<file path="config.mk">
export PLATFORM = sky130hd
export DESIGN_NAME = rrc_divider
export DESIGN_NICKNAME = d
export VERILOG_FILES = /design/src/hdl/rrc_pkg.sv /design/src/hdl/rrc_divider.sv
export SDC_FILE = /design/constraint.sdc
export NUM_CORES = 1
export LEC_CHECK = 0
export BUFFER_PORTS_ARGS = -buffer_cell sky130_fd_sc_hd__buf_2
export CAP_MARGIN = 0
export CORE_ASPECT_RATIO = 1.1
export CORE_MARGIN = 1
export CORE_UTILIZATION = 58
export CTS_CLUSTER_DIAMETER = 40
export CTS_CLUSTER_SIZE = 40
export DETAILED_ROUTE_END_ITERATION = 10
export GPL_ROUTABILITY_DRIVEN = 0
export PLACE_DENSITY = 0.86
export SYNTH_ARGS = -nofsm -noshare
export SYNTH_HDL_FRONTEND = slang
export SYNTH_SLANG_ARGS = --single-unit
</file>
<file path="constraint.sdc">
create_clock -name i_clk -period 6.5 [get_ports i_clk]
set_input_delay 1.625 -clock i_clk [delete_from_list [all_inputs] [get_ports i_clk]]
set_output_delay 1.625 -clock i_clk [all_outputs]
set_load 0.1 [all_outputs]
</file>
<file path="src/hdl/rrc_pkg.sv">
package rrc_pkg;

    // Frame, ray and radius limits
    localparam int IMG_W      = 256;
    localparam int IMG_H      = 256;
    localparam int RAY_COUNT  = 720;
    localparam int MAX_RADIUS = 511;

    // Rays per octant; directions repeat by symmetry every octant
    localparam int OCT_STEPS = RAY_COUNT / 8;

    localparam int XW  = $clog2(IMG_W);
    localparam int YW  = $clog2(IMG_H);
    localparam int RW  = $clog2(MAX_RADIUS + 1);
    localparam int KW  = $clog2(RAY_COUNT);
    localparam int IW  = $clog2(OCT_STEPS + 1);
    localparam int CW  = $clog2(RAY_COUNT + 1);
    localparam int PW  = 27;
    localparam int NW  = 26;
    localparam int DW  = 13;

    localparam longint unsigned ONE_Q30        = 64'd1073741824;
    localparam longint unsigned QUARTER_PI_Q30 = 64'd843314857;

    // Configuration register indexes
    localparam logic [2:0] CFG_CENTRE_X     = 3'd0;
    localparam logic [2:0] CFG_CENTRE_Y     = 3'd1;
    localparam logic [2:0] CFG_SPAN         = 3'd2;
    localparam logic [2:0] CFG_DOUBLES_LOW  = 3'd3;
    localparam logic [2:0] CFG_DOUBLES_HIGH = 3'd4;
    localparam logic [2:0] CFG_TREBLES_LOW  = 3'd5;
    localparam logic [2:0] CFG_TREBLES_HIGH = 3'd6;
    localparam logic [2:0] CFG_SKIP         = 3'd7;

    // Result codes
    localparam logic [1:0] ST_MEASURED = 2'd0;
    localparam logic [1:0] ST_FEW_RAYS = 2'd1;
    localparam logic [1:0] ST_BYPASSED = 2'd2;
    localparam logic [1:0] ST_SPAN_0   = 2'd3;

    localparam logic [1:0] KIND_UNKNOWN = 2'd0;
    localparam logic [1:0] KIND_DOUBLES = 2'd1;
    localparam logic [1:0] KIND_TREBLES = 2'd2;

    localparam logic MODE_LOAD = 1'b0;

    typedef enum logic [3:0] {
        S_IDLE,
        S_CLEAR,
        S_RAY_DIR,
        S_SETUP_X,
        S_SETUP_Y,
        S_SCAN_ADDR,
        S_SCAN_READ,
        S_HIST_RD,
        S_HIST_WR,
        S_RAYS_DONE,
        S_RANK,
        S_WALK_RD,
        S_WALK_CHK,
        S_DIV_START,
        S_DIV_WAIT,
        S_FINISH
    } t_state;

    // Ray generator commands
    typedef struct packed {
        logic first;
        logic next;
        logic load_dir;
        logic setup_x;
        logic setup_y;
        logic step;
    } t_ray_ctl;

    typedef logic [14:0] t_mag_tab [0:OCT_STEPS];

    // Integer Taylor series in Q30, evaluated at elaboration only
    function automatic longint taylor_q30(longint unsigned x, bit sine);
        longint unsigned x2;
        longint unsigned t;
        longint acc;
        x2  = (x * x) >> 30;
        t   = sine ? x : ONE_Q30;
        acc = longint'(t);
        for (int n = 1; n <= 6; n++) begin
            t = (t * x2) >> 30;
            case (n)
                1: t = sine ? t / 6   : t / 2;
                2: t = sine ? t / 20  : t / 12;
                3: t = sine ? t / 42  : t / 30;
                4: t = sine ? t / 72  : t / 56;
                5: t = sine ? t / 110 : t / 90;
                default: t = sine ? t / 156 : t / 132;
            endcase
            if (n % 2 == 1) begin
                acc = acc - longint'(t);
            end else begin
                acc = acc + longint'(t);
            end
        end
        return acc;
    endfunction

    // Q30 to Q0.15 magnitude, rounded half up, saturated
    function automatic logic [14:0] mag_q15(longint v);
        longint unsigned m;
        m = (v < 0) ? 64'd0 : longint'(v);
        m = (m + 64'd16384) >> 15;
        if (m > 64'd32767) begin
            m = 64'd32767;
        end
        return m[14:0];
    endfunction

    function automatic t_mag_tab build_tab(bit sine);
        t_mag_tab tab;
        longint unsigned x;
        for (int i = 0; i <= OCT_STEPS; i++) begin
            x      = longint'(i) * QUARTER_PI_Q30 / OCT_STEPS;
            tab[i] = mag_q15(taylor_q30(x, sine));
        end
        return tab;
    endfunction

    localparam t_mag_tab SIN_TAB = build_tab(1'b1);
    localparam t_mag_tab COS_TAB = build_tab(1'b0);

endpackage

</file>
<file path="src/hdl/rrc_divider.sv">
module rrc_divider (
    input  logic                  i_clk,
    input  logic                  i_rst_n,
    input  logic                  i_start,
    input  logic [rrc_pkg::NW-1:0] i_num,
    input  logic [rrc_pkg::DW-1:0] i_den,
    output logic                  o_done,
    output logic [rrc_pkg::NW-1:0] o_quo
);
    import rrc_pkg::*;

    localparam int SW = $clog2(NW + 1);

    logic [NW-1:0] r_quo;
    logic [DW:0]   r_rem;
    logic [DW-1:0] r_den;
    logic [SW-1:0] r_cnt;
    logic          r_busy;
    logic          r_done;

    logic [DW:0]   shifted;
    logic [DW+1:0] trial;

    // Restoring division, one quotient bit a cycle
    always_comb begin
        shifted = {r_rem[DW-1:0], r_quo[NW-1]};
        trial   = {1'b0, shifted} - {2'b00, r_den};
    end

    always_ff @(posedge i_clk) begin
        if (!i_rst_n) begin
            r_busy <= 1'b0;
            r_done <= 1'b0;
            r_cnt  <= '0;
        end else begin
            r_done <= 1'b0;
            if (i_start) begin
                r_busy <= 1'b1;
                r_cnt  <= '0;
                r_quo  <= i_num;
                r_rem  <= '0;
                r_den  <= i_den;
            end else if (r_busy) begin
                if (trial[DW+1]) begin
                    r_rem <= shifted;
                    r_quo <= {r_quo[NW-2:0], 1'b0};
                end else begin
                    r_rem <= trial[DW:0];
                    r_quo <= {r_quo[NW-2:0], 1'b1};
                end
                if (r_cnt == SW'(NW - 1)) begin
                    r_busy <= 1'b0;
                    r_done <= 1'b1;
                end
                r_cnt <= r_cnt + 1'b1;
            end
        end
    end

    assign o_done = r_done;
    assign o_quo  = r_quo;

endmodule

</file>
==> metrics <==
antenna violations before repair=0; Hold Crit Class=reg -> reg; required time worst endpoint=6.48 ns; Fin Hold WS=roughly 0.52 ns; Final Non-Filler Cells=about 370; Seq/Total Area, Yosys=56.2%; reg2reg path depth=9; Power Density=slightly above 300 nW/µm²; Pleak=approximately 1.5 nW; CP arrival=around 3.2 ns; Period Utilization, post-route=49.3%; later-pin clock latency in the skew report=between 0.3 and 0.4 ns; first-pass GRT wire length=10.2 mm; count of input and output buffers=about 70; number of H-tree levels=3; Routed wire per std cell=~17 µm; Setup Buffers After CTS=0; Ant. Diodes=0; final setup fails=0; Hold-fix buffers, CTS=0; Detailed Route WL=approximately 6.3 mm; Mapped Nets=292; CTS tree=yes; post-CTS sizing=0; Fillers=around 310; Hold Fails Final Rpt=0; largest net degree at the start of global routing=46; placed cells=353; RSZ-0062 raised after global routing=false; max cap viols=0; clock-pin transition on the worst setup and hold timing paths=0.06 ns; vias in the first global route=~2200; DRT iter0 DRCs=118; Synth async-reset ratio=0%; Final Power=roughly 1.1 mW; worst-margin pin slew=approximately 0.93 ns; status=complete, no violations; DRC=0; CTS buffer count=9; Max Buffers Root-to-Sink=2; crit end category=register; post-detailed-route count of antenna-violating nets=0; setup TNS=0 ns; f_max=between 0.3 and 0.4 GHz; Max-Slew Margin vs Limit=a little under two fifths; DIE WIDTH=between 70 and 80 µm; CP max FO=45; min Tclk post-route=about 3.2 ns; Warnings, synthesis=0; die area=5510 µm²; CP startpoint kind=input pin; max-slew violation count=0; Hold Crit Depth=2; initial core utilization=60.5%; Root Driver=clkbuf_8; clk sink count=59; Post-synth EDFFs=52; Pre-Repair DR Iteration Count=5; Vias=around 2100; critical path class=in -> reg; Core ar.=around 5000 µm²; synthesized instance count=~230; nets=364; gr usage total=around 25%; drt via density=5.66; Syn-to-layout area delta=20.1%; #FFs+latches synth=59; Cell variety after synth=38; most common cell after layout, fill and taps aside=buf_2; ratio of cells with drive above 1 in the final layout=37.0%; Top FF cell, synth=edfxtp_1; number of I/O pins=between 60 and 70; Mapped Area=between 3000 and 4000 µm²; final setup skew=~0.0070 ns; Post-Syn Area per Cell=about 13 µm²; Detail Placement HPWL=approximately 4.2 mm; Rows=27; Overflow after GRT=0; most frequent cells in the layout=buf_2, edfxtp_1, mux2_2; VDD IR-drop max=0.301 mV; DIE HEIGHT=between 70 and 80 µm
[layout make-up]
cell class	count	area (µm²)	share of cell area [%]
repair buffers	69	348	9.58
multi-input cells	148	1210	33.2
clock inverters	6	104	2.86
clock buffers	10	128	3.51
inverters	19	71.3	1.96
well taps	58	72.6	2.00
flip-flops and latches	59	1700	46.8
[critical path: stages]
cell	delay (ns)
buf_2	0.70
o21a_1	0.38
buf_4	0.44
[cell usage after synthesis (4+ instances only)]
master	number	area, µm²
edfxtp_1	52	1560
mux2_2	25	282
nor2_1	20	75.1
inv_1	19	71.3
ha_1	15	188
a21oi_1	11	55.1
mux2i_1	8	80.1
dfxtp_1	7	140
xnor2_1	7	61.3
clkbuf_1	6	22.5
nand2_1	5	18.8
nand2b_1	5	31.3
nor3_1	5	25.0
nor2b_1	4	25.0
o21a_1	4	30.0
[layer usage]
metal / share of wire [%] / track usage (%) / routed length, µm / vias up
li1: - / - / - / 1016
met3: 5.2 / 6.49 / 330 / 15
met1: 39 / 28.3 / 2500 / 992
met2: 53 / 44.2 / 3330 / 67
met4: 2.8 / 10.2 / 179 / 0
met5: 0 / 0 / 0 / -
[power breakdown]
part	switching [mW]	total (mW)	internal [mW]
sequential	0.0151	0.464	0.449
combinational	0.183	0.273	0.0902
clock	0.139	0.391	0.252
total	0.337	1.13	0.792
[final timing paths]
check | start | end | slack (ns)
setup / recovery | i_start | r_rem[9] | 3.30
hold / removal | r_cnt[1] | r_cnt[1] | 0.52
setup reg to reg | o_quo[25] | r_rem[4] | 3.61
hold reg to reg | r_cnt[1] | r_cnt[1] | 0.52
[cell families (layout without fill, tap and decap cells)]
family	Yosys count	count (layout)	share of synthesized area [%]
mux	33	33	12.0
buf+inv	27	104	3.85
simple gates	50	50	8.35
xor+xnor	10	10	2.90
compound gates	39	39	9.84
flops	59	59	56.2
fa+ha+maj	16	16	6.87
[per-stage QoR]
stage          area [µm²]  worst slack, ns  util (%)
3_3_place_gp         3400             3.00      68.0
5_1_grt              3630             3.17      72.6
3_5_place_dp         3400             2.97      68.0
6_report             3630             3.30      72.6
4_1_cts              3630             3.32      72.6
2_1_floorplan        3030             3.25         -
[flip-flops by register name (all words and copies together) (netlist names)]
register	count
r_busy	1
r_den	13
o_done	1
r_cnt	5
r_rem	13
o_quo	26
No activity file was read; power rests on OpenSTA's default activity.
